$ cat config.mk
export PLATFORM = sky130hd
export DESIGN_NAME = rbd_front
export DESIGN_NICKNAME = d
export VERILOG_FILES = /design/src/rtl/rbd_pkg.sv /design/src/rtl/rbd_front.sv
export SDC_FILE = /design/constraint.sdc
export NUM_CORES = 1
export LEC_CHECK = 0
export BUFFER_PORTS_ARGS = -buffer_cell sky130_fd_sc_hd__buf_4
export CORE_MARGIN = 4
export CORE_UTILIZATION = 61
export CTS_BUF_LIST = sky130_fd_sc_hd__clkbuf_8
export CTS_CLUSTER_DIAMETER = 40
export DETAILED_ROUTE_END_ITERATION = 10
export GPL_TIMING_DRIVEN = 0
export PLACE_DENSITY = 0.94
export SYNTH_ARGS = -nofsm -noshare
export SYNTH_HDL_FRONTEND = slang
export SYNTH_SLANG_ARGS = --single-unit
$ cat constraint.sdc
create_clock -name clk -period 5 [get_ports clk]
set_input_delay 0.25 -clock clk [delete_from_list [all_inputs] [get_ports clk]]
set_output_delay 0.25 -clock clk [all_outputs]
set_load 0.02 [all_outputs]
$ cat src/rtl/rbd_pkg.sv
// Shared types, constants and channel arithmetic for the 2x2 RGBA box downsampler.
// No dependencies; imported by rbd_front, rbd_back, the top level and rbd_checker.
package rbd_pkg;

	localparam int PIX_W     = 32;
	localparam int CH_W      = 8;
	localparam int CH_N      = 4;
	localparam int CSUM_W    = 9;
	localparam int SUM_W     = CH_N * CSUM_W;
	localparam int CFG_W     = 12;
	localparam int CFG_IDX_W = 2;

	localparam logic [CFG_IDX_W-1:0] CFG_ROW_WIDTH    = 2'd0;
	localparam logic [CFG_IDX_W-1:0] CFG_FRAME_HEIGHT = 2'd1;

	localparam logic [CFG_W-1:0] ROW_WIDTH_RST    = 12'd640;
	localparam logic [CFG_W-1:0] FRAME_HEIGHT_RST = 12'd480;

	// Stage-one control and payload between front end and output stage
	typedef struct packed {
		logic             vld;
		logic             wr;
		logic             last;
		logic [SUM_W-1:0] sum;
	} stage_t;

	// Per-channel sums of two pixels, nine bits per channel
	function automatic logic [SUM_W-1:0] pair_sum(input logic [PIX_W-1:0] a,
			input logic [PIX_W-1:0] b);
		logic [SUM_W-1:0] s;
		s = '0;
		for (int c = 0; c < CH_N; c++) begin
			s[c*CSUM_W +: CSUM_W] = {1'b0, a[c*CH_W +: CH_W]} + {1'b0, b[c*CH_W +: CH_W]};
		end
		return s;
	endfunction

	// Truncated mean of four: add the two pair sums, drop two bits
	function automatic logic [PIX_W-1:0] average_four(input logic [SUM_W-1:0] t,
			input logic [SUM_W-1:0] b);
		logic [PIX_W-1:0]  px;
		logic [CSUM_W:0]   tot;
		px  = '0;
		tot = '0;
		for (int c = 0; c < CH_N; c++) begin
			tot = {1'b0, t[c*CSUM_W +: CSUM_W]} + {1'b0, b[c*CSUM_W +: CSUM_W]};
			px[c*CH_W +: CH_W] = tot[CSUM_W:2];
		end
		return px;
	endfunction

endpackage

$ cat src/rtl/rbd_front.sv
// Front end: configuration registers, column/row counters, held pixel and pair sums.
// Issues line-buffer reads and writes; depends on rbd_pkg.
module rbd_front
	import rbd_pkg::*;
#(
	parameter int MAX_WIDTH  = 2048,
	parameter int MAX_HEIGHT = 2048,
	localparam int LINE_DEPTH = MAX_WIDTH / 2,
	localparam int IDX_W      = (LINE_DEPTH > 1) ? $clog2(LINE_DEPTH) : 1
) (
	input  logic                 clk,
	input  logic                 arst_n,
	input  logic                 cfg_we,
	input  logic [CFG_IDX_W-1:0] cfg_index,
	input  logic [CFG_W-1:0]     cfg_data,
	input  logic                 in_vld,
	input  logic [PIX_W-1:0]     in_pix,
	input  logic                 adv,
	output stage_t               st_s1,
	output logic [IDX_W-1:0]     idx_s1,
	output logic                 rd_en,
	output logic [IDX_W-1:0]     rd_idx
);

	localparam int COL_W = (MAX_WIDTH > 1) ? $clog2(MAX_WIDTH) : 1;
	localparam int ROW_W = (MAX_HEIGHT > 1) ? $clog2(MAX_HEIGHT) : 1;
	localparam int WSZ_W = ($clog2(MAX_WIDTH + 1) > CFG_W) ? $clog2(MAX_WIDTH + 1) : CFG_W;
	localparam int HSZ_W = ($clog2(MAX_HEIGHT + 1) > CFG_W) ? $clog2(MAX_HEIGHT + 1) : CFG_W;

	logic [CFG_W-1:0] row_width_q;
	logic [CFG_W-1:0] frame_height_q;
	logic [COL_W-1:0] col_q;
	logic [ROW_W-1:0] row_q;
	logic [PIX_W-1:0] held_q;

	logic [WSZ_W-1:0] w_cfg, w_eff, w_even, col_x;
	logic [HSZ_W-1:0] h_cfg, h_eff, h_even, row_x;
	logic             accept, row_end, frame_end, pair_ok, last;
	logic [COL_W-1:0] col_half;

	always_ff @(posedge clk or negedge arst_n) begin
		if (!arst_n) begin
			row_width_q    <= ROW_WIDTH_RST;
			frame_height_q <= FRAME_HEIGHT_RST;
		end else if (cfg_we) begin
			case (cfg_index)
				CFG_ROW_WIDTH:    row_width_q    <= cfg_data;
				CFG_FRAME_HEIGHT: frame_height_q <= cfg_data;
				default: ;
			endcase
		end
	end

	// Clamp sizes into one to the maximum
	always_comb begin
		w_cfg = WSZ_W'(row_width_q);
		h_cfg = HSZ_W'(frame_height_q);
		if (w_cfg == '0) begin
			w_eff = WSZ_W'(1);
		end else if (w_cfg > WSZ_W'(MAX_WIDTH)) begin
			w_eff = WSZ_W'(MAX_WIDTH);
		end else begin
			w_eff = w_cfg;
		end
		if (h_cfg == '0) begin
			h_eff = HSZ_W'(1);
		end else if (h_cfg > HSZ_W'(MAX_HEIGHT)) begin
			h_eff = HSZ_W'(MAX_HEIGHT);
		end else begin
			h_eff = h_cfg;
		end
		w_even = {w_eff[WSZ_W-1:1], 1'b0};
		h_even = {h_eff[HSZ_W-1:1], 1'b0};
		col_x  = WSZ_W'(col_q);
		row_x  = HSZ_W'(row_q);
	end

	assign accept    = in_vld && adv;
	assign row_end   = col_x >= (w_eff - WSZ_W'(1));
	assign frame_end = row_end && (row_x >= (h_eff - HSZ_W'(1)));
	assign pair_ok   = col_q[0] && (col_x < w_even) && (row_x < h_even);
	assign last      = (col_x == w_even - WSZ_W'(1)) && (row_x == h_even - HSZ_W'(1));
	assign col_half  = col_q >> 1;

	always_ff @(posedge clk or negedge arst_n) begin
		if (!arst_n) begin
			col_q  <= '0;
			row_q  <= '0;
			held_q <= '0;
		end else if (accept) begin
			if (!col_q[0]) begin
				held_q <= in_pix;
			end
			if (frame_end) begin
				col_q <= '0;
				row_q <= '0;
			end else if (row_end) begin
				col_q <= '0;
				row_q <= ROW_W'(row_q + 1'b1);
			end else begin
				col_q <= COL_W'(col_q + 1'b1);
			end
		end
	end

	always_ff @(posedge clk or negedge arst_n) begin
		if (!arst_n) begin
			st_s1  <= '0;
			idx_s1 <= '0;
		end else if (adv) begin
			st_s1.vld  <= accept && pair_ok;
			st_s1.wr   <= !row_q[0];
			st_s1.last <= last;
			st_s1.sum  <= pair_sum(held_q, in_pix);
			idx_s1     <= col_half[IDX_W-1:0];
		end
	end

	// Odd row reads the top pair back; the even-row write to the same entry
	// always lands at least a row start earlier, so no forwarding is needed
	assign rd_en  = accept && pair_ok && row_q[0];
	assign rd_idx = col_half[IDX_W-1:0];

endmodule

==> results.py <==
metrics = {
    "outcome": {
        "outcome": "complete, no violations",
    },
    "power": {
        "internal_power_mw": 3.04,
        "p_clk_share_pct": 19.7,
        "pwr-share-comb_pct": 47.7,
        "p_leak_nw": 4.67,
        "switching_share_pct": 40.5,
        "p_per_area_nw_per_um2": 508,
        "p_total_mw": 5.10,
        "power.switching_mw": 2.07,
        "irDropWorstVdd_mv": 0.375,
        "power_frac_seq_pct": 32.6,
    },
    "drt": {
        "drt-vias-per-instance": 6.24,
        "drc": 0,
        "ant_nets": 0,
        "dr_total_vias": 7238,
        "first_iter_violations": 673,
        "routedWlPerCell_um": 20.8,
        "dr.pass1.iters": 8,
        "wirelength_mm": 24.2,
    },
    "clock_tree": {
        "numClockSinks": 127,
        "cts_made_buffers": 17,
        "clk_path_buf_depth": 2,
        "clock-root-buffer": "clkbuf_8",
        "cts_setup_buffers": 0,
        "cts_tree": "built",
        "path_clk_slew_ns": 0.08,
        "clk_latency_ns": 0.47,
        "h-tree-depth": 4,
    },
    "timing": {
        "rsz0062_at_grt": "no",
        "tightest_slew_ns": 0.851,
        "setup_slack_ns": 0.410,
        "hold_viol_final": 0,
        "post-route-period-util_pct": 91.8,
        "slew_violations": 0,
        "fin_skew_ns": 0.0161,
        "fin_tns_setup_ns": 0,
        "finalSetupViolations": 0,
        "min_period_ns": 4.59,
        "fmax_mhz": 218,
        "whs_ns": 0.0248,
        "slew_headroom_pct": 42.7,
    },
    "die": {
        "core.rowCount": 42,
        "top_level_ports": 111,
        "die_x_um": 126,
        "die-area_um2": 15900,
        "core_area_um2": 13500,
        "initial_core_util_pct": 63.3,
        "dieHeight_um": 126,
    },
    "flow_run": {
        "drv_cap": 0,
    },
    "logic_synthesis": {
        "synth_fa_ha_area_share_pct": 13.0,
        "netlist_instances": 840,
        "synth_warnings": 0,
        "synth_edf_count": 0,
        "syn_nets": 977,
        "yosys.area_share.simple_pct": 14.2,
        "synth-xor-area-share_pct": 6.07,
        "synth_compound_area_share_pct": 12.3,
        "ys.flop_type": "dfrtp_1",
        "ys_types": 63,
        "ys_seq_area_share_pct": 37.4,
        "synth_area_um2": 8510,
        "synth_top_family_by_area": "simple AND/OR/NAND/NOR gates",
        "synth.mux.area_fraction_pct": 12.6,
        "synthArstFlopShare_pct": 100,
        "syn_area_per_cell_um2": 10.1,
        "ys_ff_latch": 127,
    },
    "setup_path": {
        "regToRegEndpoint": "row_q[5]$_DFFE_PN0P_",
        "required_ns": 5.37,
        "ff2ff_path_depth": 17,
        "rrSetupSlack_ns": 0.41,
        "worstPathArrival_ns": 4.96,
        "cp-end-kind": "flip-flop",
        "crit_fanout": 10,
        "critPathTopFamily": "compound AO/OA/AOI/OAI gates",
        "crit_chain": "clkbuf_1 -> inv_1 -> clkbuf_1 -> nand2_1 -> ha_1 -> o21ai_0 -> a21oi_1 -> a21boi_0 -> xnor2_1 -> ha_1 -> a211oi_1 -> o221ai_1 -> a31oi_1 -> a211oi_2 -> nand2b_1 -> buf_6 -> o31ai_2",
        "worst_path_max_delay_cell": "dfrtp_1",
        "critPathKind": "reg2reg",
        "regToRegStartpoint": "frame_height_q[11]$_DFFE_PN0P_",
        "cpPeakStageDelay_ns": 0.47,
        "critPathBufInv": 4,
        "cp-start-kind": "flip-flop",
    },
    "hold_path": {
        "min_path_type": "in2reg",
        "hold_end": "row_width_q[11]$_DFFE_PN0P_",
        "hold_depth": 3,
        "hold_path.startpoint": "cfg_data[11]",
    },
    "final_layout": {
        "drive_gt1_share_pct": 27.0,
        "fill_cells": 875,
        "antennaDiodeCount": 0,
        "area_growth_pct": 18.0,
        "finalNonFillerCells": 1160,
        "fin_nets": 1108,
    },
    "placed_design": {
        "gp_congestion": 0.939,
        "dp_hpwl_mm": 17.1,
        "io_buffers": 110,
        "dpl.cell_count": 1127,
        "place_ws_ns": 0.333,
    },
    "global_routing": {
        "antenna_found_initial": 0,
        "gr-total-overflow": 0,
        "grt_pass1_vias": 7615,
        "grt_pass1_wl_mm": 39.0,
        "grt.total_usage_pct": 31.0,
        "grt_max_degree": 102,
    },
}
## per-stage QoR
stage	cell area, um^2	util (%)
6_report	10000	74.6
5_1_grt	10000	74.6
4_1_cts	10000	74.6
3_3_place_gp	9560	71.0
3_5_place_dp	9590	71.3
2_1_floorplan	8510	-
## synth_stat cells (3+ instances only)
cell         n  share of area [%]
nand3b_1     7               0.62
a21boi_0     8               0.71
a21oi_1     30                1.8
a31oi_1      6               0.44
or3_1        5               0.37
xor2_1      19                2.0
o2bb2ai_1    3               0.31
buf_4       11               0.97
o31ai_1      5               0.44
nor2b_1     10               0.74
ha_1        82                 12
dfstp_2      6                1.9
o31a_1       3               0.31
mux2i_1     10                1.2
a22o_1       3               0.31
a21o_1      11               0.97
o21a_1       7               0.62
a211oi_1     4               0.35
o221ai_1     3               0.31
nand2_1     61                2.7
mux2_2      86                 11
a211o_1      4               0.41
dfrtp_1    121                 36
o22a_1       5               0.51
fa_1         4               0.94
xnor2_1     40                4.1
o22ai_1      5               0.37
o21ai_0     42                2.5
and3_1       5               0.37
o31ai_2      4               0.59
nor2_1      42                1.9
nor3_1      20                1.2
inv_1       42                1.9
o211ai_1     4               0.35
buf_1        4               0.18
or2_2        7               0.51
and4_1       3               0.31
nand2b_1    22                1.6
clkbuf_1    25                1.1
o311ai_0     3               0.31
nor3b_1      3               0.26
nand3_1     12               0.71
nand4_1      7               0.51
nor4_1      12               0.88
## power groups by stage
stage	registers (mW)	logic, mW	clock network [mW]
final	1.66	2.44	1.01
after CTS	1.65	2.42	1.01
after global placement	1.63	2.22	0
after detailed placement	1.66	2.36	0
after global routing	1.69	2.65	1.06
after floorplan	1.77	1.41	0
## kinds of logic after synthesis
logic type | count (synthesis)
and+or+nand+nor | 229
xor gates and xnor gates | 59
adders and majority gates | 86
DFF | 127
buffers and inverters | 85
AOI/OAI and AO/OA | 158
muxes | 96
## worst max-delay path by stage
| stage | from | endpoint | slack [ns] | depth (start not counted) |
|---|---|---|---|---|
| floorplan | frame_height_q[3]$_DFFE_PN0P_ | row_q[1]$_DFFE_PN0P_ | 1.16 | 19 |
| global placement | frame_height_q[11]$_DFFE_PN0P_ | row_q[1]$_DFFE_PN0P_ | 0.33 | 18 |
| detailed placement | frame_height_q[3]$_DFFE_PN0P_ | row_q[1]$_DFFE_PN0P_ | 0.33 | 19 |
| CTS | frame_height_q[11]$_DFFE_PN0P_ | row_q[5]$_DFFE_PN0P_ | 0.29 | 18 |
| global route | frame_height_q[11]$_DFFE_PN0P_ | row_q[5]$_DFFE_PN0P_ | 0.08 | 18 |
| finish | frame_height_q[11]$_DFFE_PN0P_ | row_q[5]$_DFFE_PN0P_ | 0.41 | 17 |
## per-layer routing
layer	vias up	share of wire, %	GRT usage (%)	wire length (um)
met1	3509	37	35.6	8850
met3	97	9.0	9.23	2180
li1	3265	-	-	-
met4	0	3.8	13.9	910
met2	367	51	53.4	12200
met5	-	0	0	0
## final cells by class
| cell class | count | area (um^2) | area share [%] |
|---|---|---|---|
| Sequential cell | 127 | 3190 | 31.7 |
| Inverter | 42 | 158 | 1.57 |
| Timing Repair Buffer | 112 | 867 | 8.64 |
| Tap cell | 176 | 220 | 2.19 |
| Buffer | 43 | 219 | 2.18 |
| Multi-Input combinational cell | 628 | 4950 | 49.3 |
| Clock buffer | 18 | 248 | 2.47 |
| Clock inverter | 14 | 189 | 1.88 |
## sequential cells by signal, indices dropped and copies added (netlist names)
register	cells
st_s1	39
held_q	32
frame_height_q	12
row_width_q	12
col_q	11
row_q	11
idx_s1	10
## what timing repair did
action | in CTS | in global routing
setup endpoints to repair | 0 | 11
endpoints found under the hold margin | 26 | 0
hold buffers | 1 | 0
gates resized for setup | 0 | 1
## placed cells by master (no fill, tap or decap), drive strengths merged, types with 7 or more instances in the layout
cell,n
inv,47
a21oi,30
o21a,7
nand3b,7
clkbuf,44
a21o,11
ha,82
or2,7
xnor2,40
nand4,7
dfrtp,121
o31ai,9
mux2,86
xor2,19
nor2,43
nor2b,10
nor4,13
nor3,21
a21boi,8
mux2i,10
nand2,61
o21ai,44
nand2b,22
nand3,12
buf,128
## worst register-to-register path, stage by stage, from the launching register on
cell and delay, ns:
dfrtp_1 0.47, clkbuf_1 0.36, inv_1 0.11, clkbuf_1 0.23
nand2_1 0.26, ha_1 0.36, o21ai_0 0.28, a21oi_1 0.28
a21boi_0 0.28, xnor2_1 0.16, ha_1 0.26, a211oi_1 0.29
o221ai_1 0.17, a31oi_1 0.25, a211oi_2 0.14, nand2b_1 0.21
buf_6 0.16, o31ai_2 0.22
No activity file was read; power rests on OpenSTA's default activity.
