File: src/rtl/rbd_pkg.sv
// Shared types, constants and channel arithmetic for the 2x2 RGBA box downsampler.
// No dependencies; imported by rbd_front, rbd_back, the top level and rbd_checker.
package rbd_pkg;

	localparam int PIX_W     = 32;
	localparam int CH_W      = 8;
	localparam int CH_N      = 4;
	localparam int CSUM_W    = 9;
	localparam int SUM_W     = CH_N * CSUM_W;
	localparam int CFG_W     = 12;
	localparam int CFG_IDX_W = 2;

	localparam logic [CFG_IDX_W-1:0] CFG_ROW_WIDTH    = 2'd0;
	localparam logic [CFG_IDX_W-1:0] CFG_FRAME_HEIGHT = 2'd1;

	localparam logic [CFG_W-1:0] ROW_WIDTH_RST    = 12'd640;
	localparam logic [CFG_W-1:0] FRAME_HEIGHT_RST = 12'd480;

	// Stage-one control and payload between front end and output stage
	typedef struct packed {
		logic             vld;
		logic             wr;
		logic             last;
		logic [SUM_W-1:0] sum;
	} stage_t;

	// Per-channel sums of two pixels, nine bits per channel
	function automatic logic [SUM_W-1:0] pair_sum(input logic [PIX_W-1:0] a,
			input logic [PIX_W-1:0] b);
		logic [SUM_W-1:0] s;
		s = '0;
		for (int c = 0; c < CH_N; c++) begin
			s[c*CSUM_W +: CSUM_W] = {1'b0, a[c*CH_W +: CH_W]} + {1'b0, b[c*CH_W +: CH_W]};
		end
		return s;
	endfunction

	// Truncated mean of four: add the two pair sums, drop two bits
	function automatic logic [PIX_W-1:0] average_four(input logic [SUM_W-1:0] t,
			input logic [SUM_W-1:0] b);
		logic [PIX_W-1:0]  px;
		logic [CSUM_W:0]   tot;
		px  = '0;
		tot = '0;
		for (int c = 0; c < CH_N; c++) begin
			tot = {1'b0, t[c*CSUM_W +: CSUM_W]} + {1'b0, b[c*CSUM_W +: CSUM_W]};
			px[c*CH_W +: CH_W] = tot[CSUM_W:2];
		end
		return px;
	endfunction

endpackage

File: src/rtl/rbd_back.sv
// Output stage: combines the stored top pair with the bottom pair, holds the result word.
// Depends on rbd_pkg.
module rbd_back
	import rbd_pkg::*;
(
	input  logic             clk,
	input  logic             arst_n,
	input  stage_t           st_s1,
	input  logic [SUM_W-1:0] top_sum,
	output logic             adv,
	output logic             out_vld,
	input  logic             out_rdy,
	output logic [PIX_W-1:0] out_pix,
	output logic             out_last
);

	logic emit;

	// Stage one moves unless it holds a result and the output word is stuck
	assign adv  = !st_s1.vld || st_s1.wr || !out_vld || out_rdy;
	assign emit = st_s1.vld && !st_s1.wr && adv;

	always_ff @(posedge clk or negedge arst_n) begin
		if (!arst_n) begin
			out_vld <= 1'b0;
		end else if (emit) begin
			out_vld <= 1'b1;
		end else if (out_rdy) begin
			out_vld <= 1'b0;
		end
	end

	always_ff @(posedge clk) begin
		if (emit) begin
			out_pix  <= average_four(top_sum, st_s1.sum);
			out_last <= st_s1.last;
		end
	end

endmodule

File: config.mk
export PLATFORM = sky130hd
export DESIGN_NAME = rbd_back
export DESIGN_NICKNAME = d
export VERILOG_FILES = /design/src/rtl/rbd_pkg.sv /design/src/rtl/rbd_back.sv
export SDC_FILE = /design/constraint.sdc
export NUM_CORES = 1
export LEC_CHECK = 0
export ABC_AREA = 1
export BUFFER_PORTS_ARGS = -buffer_cell sky130_fd_sc_hd__buf_2
export CORE_MARGIN = 4
export CORE_UTILIZATION = 48
export DETAILED_ROUTE_END_ITERATION = 10
export GPL_TIMING_DRIVEN = 0
export PLACE_DENSITY = 0.81
export SYNTH_ARGS = -nofsm -noshare
export SYNTH_HDL_FRONTEND = slang
export SYNTH_SLANG_ARGS = --single-unit
export TNS_END_PERCENT = 20
File: constraint.sdc
create_clock -name clk -period 3.3 [get_ports clk]
set_clock_uncertainty 0.2 [all_clocks]
set_input_delay 0 -clock clk [delete_from_list [all_inputs] [get_ports clk]]
set_output_delay 0 -clock clk [all_outputs]
set_load 0.05 [all_outputs]
==> impl_metrics.json, run 1 <==
{
  "worst_pin_slew_ns": 0.912,
  "grt_max_degree": 34,
  "layout.nets": 590,
  "antennaDiodeCount": 0,
  "area_growth_pct": 37.4,
  "finalPower_mw": 1.30,
  "yosysTopAreaCellShare_pct": 37.7,
  "stdcell_area_sq_um": 3610,
  "rows": 26,
  "syn_area_sq_um": 2630,
  "p_per_area_nw_per_um2": 361,
  "outcome": "complete, no violations",
  "core_sq_um": 5200,
  "drt-total-wl_um": 6010,
  "min_period_over_period_pct": 70.2,
  "grt_use_met2_pct": 36.3,
  "root_buffer": "clkbuf_8",
  "hold-worst-slack_ns": 0.00719,
  "hold_buffers": 25,
  "setup_viol": 0,
  "rsz0062_at_grt": "false",
  "ys_seq_elements": 34,
  "wl_per_cell_um": 10.9,
  "slew_headroom_pct": 39.0,
  "vias_per_cell": 4.72,
  "vias": 2594,
  "worst_setup_path_end_kind": "flip-flop",
  "grt_pass1_wl_um": 9660,
  "grt-busiest-layer": "met2",
  "reg2reg_from": "out_vld",
  "track_usage_pct": 18.3,
  "holdPathStages": 4,
  "start_util_pct": 50.5,
  "final_util_pct": 69.4,
  "use_met1_pct": 18.6,
  "clockBufferDepth": 2,
  "place.port_buffers": 112,
  "die_x_um": 82.0,
  "overflow": 0,
  "clkLatencyLatePin_ns": 0.27,
  "grt_pass1_vias": 2462,
  "worstPathMaxFanout": 1,
  "report.final.slew_viol_count": 0,
  "ant_nets": 0,
  "postSynthAreaPerCell_sq_um": 7.82,
  "clk_pin_slew_ns": 0.06,
  "rrSetupSlack_ns": 1.43,
  "hold_viol": 0,
  "ys_types": 21,
  "cts_resized": 0,
  "cp-start-kind": "input port",
  "fmax_ghz": 0.432,
  "power.leakage_nw": 1.98,
  "cts_sinks": 34,
  "ioPinCount": 113,
  "ir_worst_vdd_mv": 0.200,
  "drt_iter0_drc": 62,
  "antenna_found_initial": 0,
  "crit_type": "in -> reg",
  "tns_ns": 0,
  "syn-num-nets": 446,
  "period_minus_slack_ns": 2.32,
  "globalplace.congestion": 0.852,
  "dpl_cell_area_sq_um": 3280,
  "drive_gt1_share_pct": 30.8,
  "arrival_ns": 2.15,
  "worstHoldStart": "st_s1[0]",
  "ff2ff_path_depth": 3,
  "worstPathRequired_ns": 3.13,
  "hp-class": "in -> reg",
  "syn_inst": 336,
  "drcViolationCount": 0,
  "die_h_um": 82.0,
  "yosysSeqAreaShare_pct": 38.7,
  "h-tree-depth": 2,
  "die_area_sq_um": 6720,
  "synth_top_area_cell": "edfxtp_1",
  "numCtsBuffers": 5,
  "post_cts_buffers": 0,
  "cts_tree": "yes",
  "maxCapViolations": 0,
  "yosys-top-cells-area": "edfxtp_1, nand2_1, ha_1, inv_1, xor2_1",
  "met3_usage_pct": 3.29,
  "yosys_warnings": 0,
  "r2r_end": "out_pix[6]",
  "drt_first_pass_iters": 4,
  "dpl.hpwl_um": 4790,
  "min_to": "out_pix[0]"
}
==> cell families after synthesis <==
family                     share of synthesized area (%)
AOI/OAI and AO/OA                                   5.67
and+or+nand+nor                                     27.3
xor gates and xnor gates                            4.00
buffers and inverters                               9.14
adders and majority gates                           15.2
DFF                                                 38.7
==> state kept, by name (all words and copies together), names as in the netlist <==
| signal | flops |
|---|---|
| out_pix | 32 |
| out_last | 1 |
| out_vld | 1 |
==> placed cells by master, fill, tap and decap left out, drive strengths merged <==
cell type,instances
nor2,18
edfxtp,33
nand3,21
xor2,12
nand2,123
dlygate4sd3,25
dfrtp,1
o21bai,1
buf,112
nor3,3
inv,63
ha,32
a21oi,14
o21ai,12
clkbuf,7
nand4,2
clkinv,1
==> stage by stage <==
step | cells | worst slack [ns]
after floorplan | 336 | 0.542
after global placement | 518 | 0.238
after global routing | 550 | 0.923
final | 550 | 0.983
after CTS | 550 | 1.05
after detailed placement | 518 | 1.46
==> area by class of cell <==
cell class	count	area, sq um
fill	433	1600
multi-input combinational	238	1380
sequential	34	1020
timing repair buffer	137	811
inverter	64	240
tap	70	87.6
clock buffer	7	76.3
==> layer usage <==
metal  share of wire (%)  vias to the layer above
li1                    -                     1362
met1                  38                     1155
met2                  55                       69
met3                 5.1                        8
met4                 1.6                        0
met5                   0                        -
==> cells in the mapped netlist, drive strengths merged <==
cell,count
nor2,18
edfxtp,33
o21ai,12
o21bai,1
xor2,12
nand3,21
ha,32
inv,63
a21oi,14
clkinv,1
nand2,123
nor3,3
dfrtp,1
nand4,2
==> worst max path at each step <==
stage	startpoint	end	slack [ns]
floorplan	out_vld	out_last	0.54
finish	top_sum[35]	out_pix[31]	0.98
global placement	out_vld	out_pix[0]	0.24
global route	top_sum[35]	out_pix[31]	0.92
CTS	top_sum[35]	out_pix[31]	1.05
detailed placement	out_vld	out_pix[24]	1.46
==> worst max-delay path, cell delays in order <==
cell	delay [ns]
dlygate4sd3_1	0.53
buf_2	0.12
ha_1	0.17
dlygate4sd3_1	0.55
a21oi_1	0.13
dlygate4sd3_1	0.59
nand2_2	0.05
==> report_power, final <==
group          total, mW  internal (mW)  switching (mW)
registers          0.529          0.523         0.00612
logic              0.494          0.182           0.311
clock network      0.280          0.145           0.135
Note: power is estimated with default switching activity, not from simulation.
==> inputs of run 2 (changes only) <==
==> constraint.sdc (replaced) <==
create_clock -name clk -period 2.2 [get_ports clk]
set_clock_uncertainty 0.2 [all_clocks]
set_input_delay 0 -clock clk [delete_from_list [all_inputs] [get_ports clk]]
set_output_delay 0 -clock clk [all_outputs]
set_load 0.05 [all_outputs]
==> impl_metrics.json, run 2 (same netlist as run 1, synthesis figures left out) <==
{
  "outcome": "complete, no violations",
  "place.port_buffers": 112,
  "die_h_um": 82.0,
  "min_period_over_period_pct": 88.4,
  "grt_pass1_wl_um": 9900,
  "cts_resized": 0,
  "multiInputGateArea_sq_um": 1380,
  "stdcell_area_sq_um": 3630,
  "rows": 26,
  "dpl.hpwl_um": 4780,
  "layout.nets": 591,
  "hold_viol": 0,
  "root_buffer": "clkbuf_8",
  "die_x_um": 82.0,
  "area_growth_pct": 38.1,
  "tns_ns": 0,
  "cts_sinks": 34,
  "dp_cells": 518,
  "p_per_area_nw_per_um2": 544,
  "ioPinCount": 113,
  "mostFrequentLayoutCells": "buf_2, nand2_1, inv_1",
  "cts_tree": "yes",
  "slew_headroom_pct": 40.2,
  "antenna_found_initial": 0,
  "period_minus_slack_ns": 1.95,
  "post_cts_buffers": 0,
  "numCtsBuffers": 5,
  "worst_pin_slew_ns": 0.894,
  "clk_pin_slew_ns": 0.07,
  "ant_nets": 0,
  "largest_reg_flops": 32,
  "clockBufferDepth": 2,
  "worstPathMaxFanout": 3,
  "report.final.slew_viol_count": 0,
  "drt_iter0_drc": 63,
  "worst_setup_path_end_kind": "flip-flop",
  "slowest_stage": "dlygate4sd3_1",
  "p_sw_mw": 0.705,
  "maxCapViolations": 0,
  "layout_commonest_cell": "buf_2",
  "hold-worst-slack_ns": 0.00440,
  "h-tree-depth": 2,
  "hp-class": "in -> reg",
  "crit_type": "in -> reg",
  "antennaDiodeCount": 0,
  "dpl_cell_area_sq_um": 3280,
  "p_comb_share_pct": 37.2,
  "finalPower_mw": 1.97,
  "seqPwrFrac_pct": 40.2,
  "globalplace.congestion": 0.877,
  "vias": 2585,
  "grt_pass1_vias": 2441,
  "die_area_sq_um": 6720,
  "cp_num_buf_inv": 3,
  "power.leakage_nw": 1.99,
  "cp-start-kind": "input port",
  "start_util_pct": 50.5,
  "clkLatencyLatePin_ns": 0.28,
  "setup_viol": 0,
  "drcViolationCount": 0,
  "worstPathRequired_ns": 2.04,
  "drt_first_pass_iters": 4,
  "fmax_ghz": 0.514,
  "clkPwrFrac_pct": 22.6,
  "wl_per_cell_um": 11.2,
  "crit_path_cell_trace": "dlygate4sd3_1 > buf_2 > nand3_1 > dlygate4sd3_1 > nand2_2 > nand2_1 > nand2_2 > nand2_1 > nand2_1 > nand2_1 > nand2_1",
  "grt_max_degree": 34,
  "overflow": 0,
  "ir_worst_vdd_mv": 0.313,
  "arrival_ns": 1.78,
  "largest_register": "out_pix",
  "rsz0062_at_grt": "false",
  "drt-total-wl_um": 6190,
  "critical_path.top_delay_family": "buffers and inverters",
  "fill_cells": 428,
  "path_common_cell": "nand2_1",
  "track_usage_pct": 19.1,
  "vias_per_cell": 4.68,
  "crit_path_max_incr_delay_ns": 0.58,
  "seq_area_sq_um": 1020,
  "internal_power_mw": 1.27,
  "reg_top3": "out_pix x32, out_last x1, out_vld x1",
  "core_sq_um": 5200,
  "swShare_pct": 35.7,
  "drive_gt1_share_pct": 31.1,
  "final_cells": 552
}
==> run 2: cell types whose count changed in the layout (fill, tap and decap cells not counted) <==
cell,change
dlygate4sd3_1,+1
clkbuf_1,-2
clkinvlp_4,+1
clkinv_2,+1
clkinv_1,+1
==> run 2: layer usage <==
layer,track usage [%],wire [um],part of all wire (%),vias to the layer above
met3,3.51,376,6.1,10
li1,-,-,-,1356
met4,6.64,100,1.6,0
met5,0,0,0,-
met1,18.6,2220,36,1136
met2,39.3,3490,56,83
==> run 2: stage by stage <==
stage | worst slack [ns] | util (%)
2_1_floorplan | 0.332 | -
3_3_place_gp | 0.402 | 63.1
3_5_place_dp | 0.371 | 63.1
4_1_cts | 0.0377 | 69.9
5_1_grt | 0.101 | 69.7
6_report | 0.254 | 69.7
==> run 2: timing repair <==
action                                  CTS  global route
endpoints found under the setup margin    0             1
hold buffers                             27             0
hold endpoints to repair                 13             0
==> run 2: path summary, 6_finish.rpt <==
kind / startpoint / end / slack (ns) / depth (start not counted)
worst min register to register: out_vld / out_last / 0.84 / 3
worst max register to register: out_vld / out_pix[24] / 0.39 / 3
worst min-delay path: top_sum[24] / out_pix[20] / 0.004 / 4
min in group asynchronous: arst_n / out_vld / 0.34 / 3
worst max-delay path: top_sum[0] / out_pix[4] / 0.25 / 11
max in group asynchronous: arst_n / out_vld / 1.36 / 3
==> run 2: final cells by class <==
class | instances | share of cell area (%)
tap | 70 | 2.41
inverter | 64 | 6.62
sequential | 34 | 28.0
timing repair buffer | 138 | 22.6
multi-input combinational | 238 | 38.0
clock buffer | 5 | 1.90
clock inverter | 3 | 0.448
==> run 2: power groups by stage <==
stage	clock network, mW	registers (mW)	logic (mW)
6_report	0.447	0.793	0.734
5_1_grt	0.493	0.797	0.818
3_5_place_dp	0	0.808	0.690
2_1_floorplan	0	0.959	0.358
4_1_cts	0.457	0.793	0.733
3_3_place_gp	0	0.806	0.669
==> run 2: worst register-to-register path: stages, from the launching register on <==
cell,delay [ns]
dfrtp_1,0.38
inv_1,0.07
nor2_1,0.07
nor2_4,0.71
==> inputs of run 3 (changes only) <==
--- a/config.mk
+++ b/config.mk
@@ -12,6 +12,7 @@
 export DETAILED_ROUTE_END_ITERATION = 10
 export GPL_TIMING_DRIVEN = 0
 export PLACE_DENSITY = 0.81
+export RECOVER_POWER = 50
 export SYNTH_ARGS = -nofsm -noshare
 export SYNTH_HDL_FRONTEND = slang
 export SYNTH_SLANG_ARGS = --single-unit
==> impl_metrics.json, run 3 (same netlist as run 1, synthesis figures left out) <==
{
  "outcome": "complete, no violations",
  "tns_ns": 0,
  "crit_type": "in -> reg",
  "clkLatencyLatePin_ns": 0.28,
  "numCtsBuffers": 5,
  "holdPathStages": 4,
  "fmax_ghz": 0.509,
  "reg2reg_from": "out_vld",
  "overflow": 0,
  "wl_per_cell_um": 11.3,
  "reg_top3": "out_pix x32, out_last x1, out_vld x1",
  "crit_path_max_incr_delay_ns": 0.57,
  "ff2ff_path_depth": 3,
  "period_minus_slack_ns": 1.96,
  "mostFrequentLayoutCells": "nand2_1, buf_2, inv_1",
  "worst_pin_slew_ns": 0.892,
  "area_growth_pct": 35.9,
  "min_period_over_period_pct": 89.2,
  "r2r_end": "out_pix[24]",
  "ant_nets": 0,
  "die_area_sq_um": 6720,
  "grt_pass1_vias": 2441,
  "drt-total-wl_um": 6230,
  "slowest_stage": "dlygate4sd3_1",
  "report.final.slew_viol_count": 0,
  "layout_commonest_cell": "nand2_1",
  "clk_pin_slew_ns": 0.07,
  "antennaDiodeCount": 0,
  "maxCapViolations": 0,
  "h-tree-depth": 2,
  "crit_start": "top_sum[9]",
  "hold_viol": 0,
  "antenna_found_initial": 0,
  "cts_resized": 0,
  "vias": 2593,
  "worstPathRequired_ns": 2.04,
  "drcViolationCount": 0,
  "root_buffer": "clkbuf_8",
  "crit_path_cell_trace": "dlygate4sd3_1 > buf_2 > nand3_1 > dlygate4sd3_1 > nand2_1 > nand2_1 > nand2_2 > nand2_1 > nand2_1 > nand2_1 > nand2_1",
  "worst_setup_path_end_kind": "flip-flop",
  "drt_iter0_drc": 76,
  "cts_tree": "yes",
  "core_sq_um": 5200,
  "min_to": "out_pix[20]",
  "drt_first_pass_iters": 4,
  "vias_per_cell": 4.70,
  "path_common_cell": "nand2_1",
  "p_per_area_nw_per_um2": 548,
  "die_x_um": 82.0,
  "grt_pass1_wl_um": 9900,
  "cp-start-kind": "input port",
  "die_h_um": 82.0,
  "clockBufferDepth": 2,
  "globalplace.congestion": 0.877,
  "grt_max_degree": 34,
  "place.port_buffers": 112,
  "worstHoldStart": "top_sum[24]",
  "post_cts_buffers": 0,
  "worstPathMaxFanout": 3,
  "largest_reg_flops": 32,
  "dpl.hpwl_um": 4780,
  "dpl_worst_slack_ns": 0.371,
  "rrSetupSlack_ns": 0.38,
  "layout.nets": 591,
  "track_usage_pct": 19.1,
  "ir_worst_vdd_mv": 0.329,
  "largest_register": "out_pix",
  "critical_path.top_delay_family": "buffers and inverters",
  "cts_sinks": 34,
  "cp_num_buf_inv": 3,
  "start_util_pct": 50.5,
  "rows": 26,
  "layout_setup_ws_ns": 0.237,
  "ioPinCount": 113,
  "slew_headroom_pct": 40.4,
  "drive_gt1_share_pct": 22.6,
  "power.leakage_nw": 1.90,
  "setup_viol": 0,
  "rsz0062_at_grt": "false",
  "hp-class": "in -> reg",
  "arrival_ns": 1.81
}
## run 3: cell types whose count changed in the layout (fill, tap and decap cells not counted)
cell,delta
clkbuf_1,+35
buf_2,-35
nand2_2,-6
nand2_1,+6
## run 3: repair_timing
action                                  4_1_cts  5_1_grt
hold buffers                                 27        0
endpoints found under the hold margin        13        0
endpoints found under the setup margin        0        1
## run 3: cell type report
class / instances / area (sq um)
fill: 455 / 1640
tap: 70 / 87.6
clock buffer: 5 / 68.8
sequential: 34 / 1020
clock inverter: 3 / 16.3
inverter: 64 / 240
multi-input combinational: 238 / 1360
timing repair buffer: 138 / 777
## run 3: how the worst max path moves through the flow
| stage | slack (ns) | cells past startpoint | to |
|---|---|---|---|
| detailed placement | 0.37 | 3 | out_pix[0] |
| global route | 0.07 | 11 | out_pix[6] |
| CTS | 0.04 | 7 | out_pix[16] |
| finish | 0.24 | 11 | out_pix[15] |
| floorplan | 0.33 | 3 | out_last |
| global placement | 0.40 | 3 | out_pix[0] |
## run 3: through the flow
| step | hold WS [ns] | cells | util, % | cell area [sq um] | total power [mW] |
|---|---|---|---|---|---|
| after floorplan | -0.496 | 336 | - | 2640 | 1.32 |
| after global placement | -0.425 | 518 | 63.1 | 3280 | 1.48 |
| after detailed placement | -0.423 | 518 | 63.1 | 3280 | 1.50 |
| after CTS | 0.00107 | 553 | 69.9 | 3640 | 1.98 |
| after global routing | 0.0177 | 552 | 68.6 | 3570 | 2.09 |
| final | 0.00439 | 552 | 68.6 | 3570 | 1.96 |
## run 3: metal layers
| metal | track usage (%) | up-vias | routed length [um] |
|---|---|---|---|
| met5 | 0 | - | 0 |
| met4 | 6.64 | 0 | 146 |
| met3 | 3.51 | 14 | 402 |
| met2 | 39.3 | 81 | 3440 |
| met1 | 18.6 | 1140 | 2240 |
| li1 | - | 1358 | - |
## run 3: where the power goes
part	internal [mW]	leakage [nW]	total [mW]	switching [mW]
logic	0.255	1.53	0.718	0.464
registers	0.784	0.321	0.794	0.0105
clock network	0.216	0.0416	0.445	0.229
total	1.25	1.90	1.96	0.703
## run 3: worst register-to-register path: cells and delay by family (launching register included)
| kind | cells | cell delay [ns] |
|---|---|---|
| AND/OR/NAND/NOR | 2 | 0.77 |
| flip-flops | 1 | 0.39 |
| buffers and inverters | 1 | 0.07 |
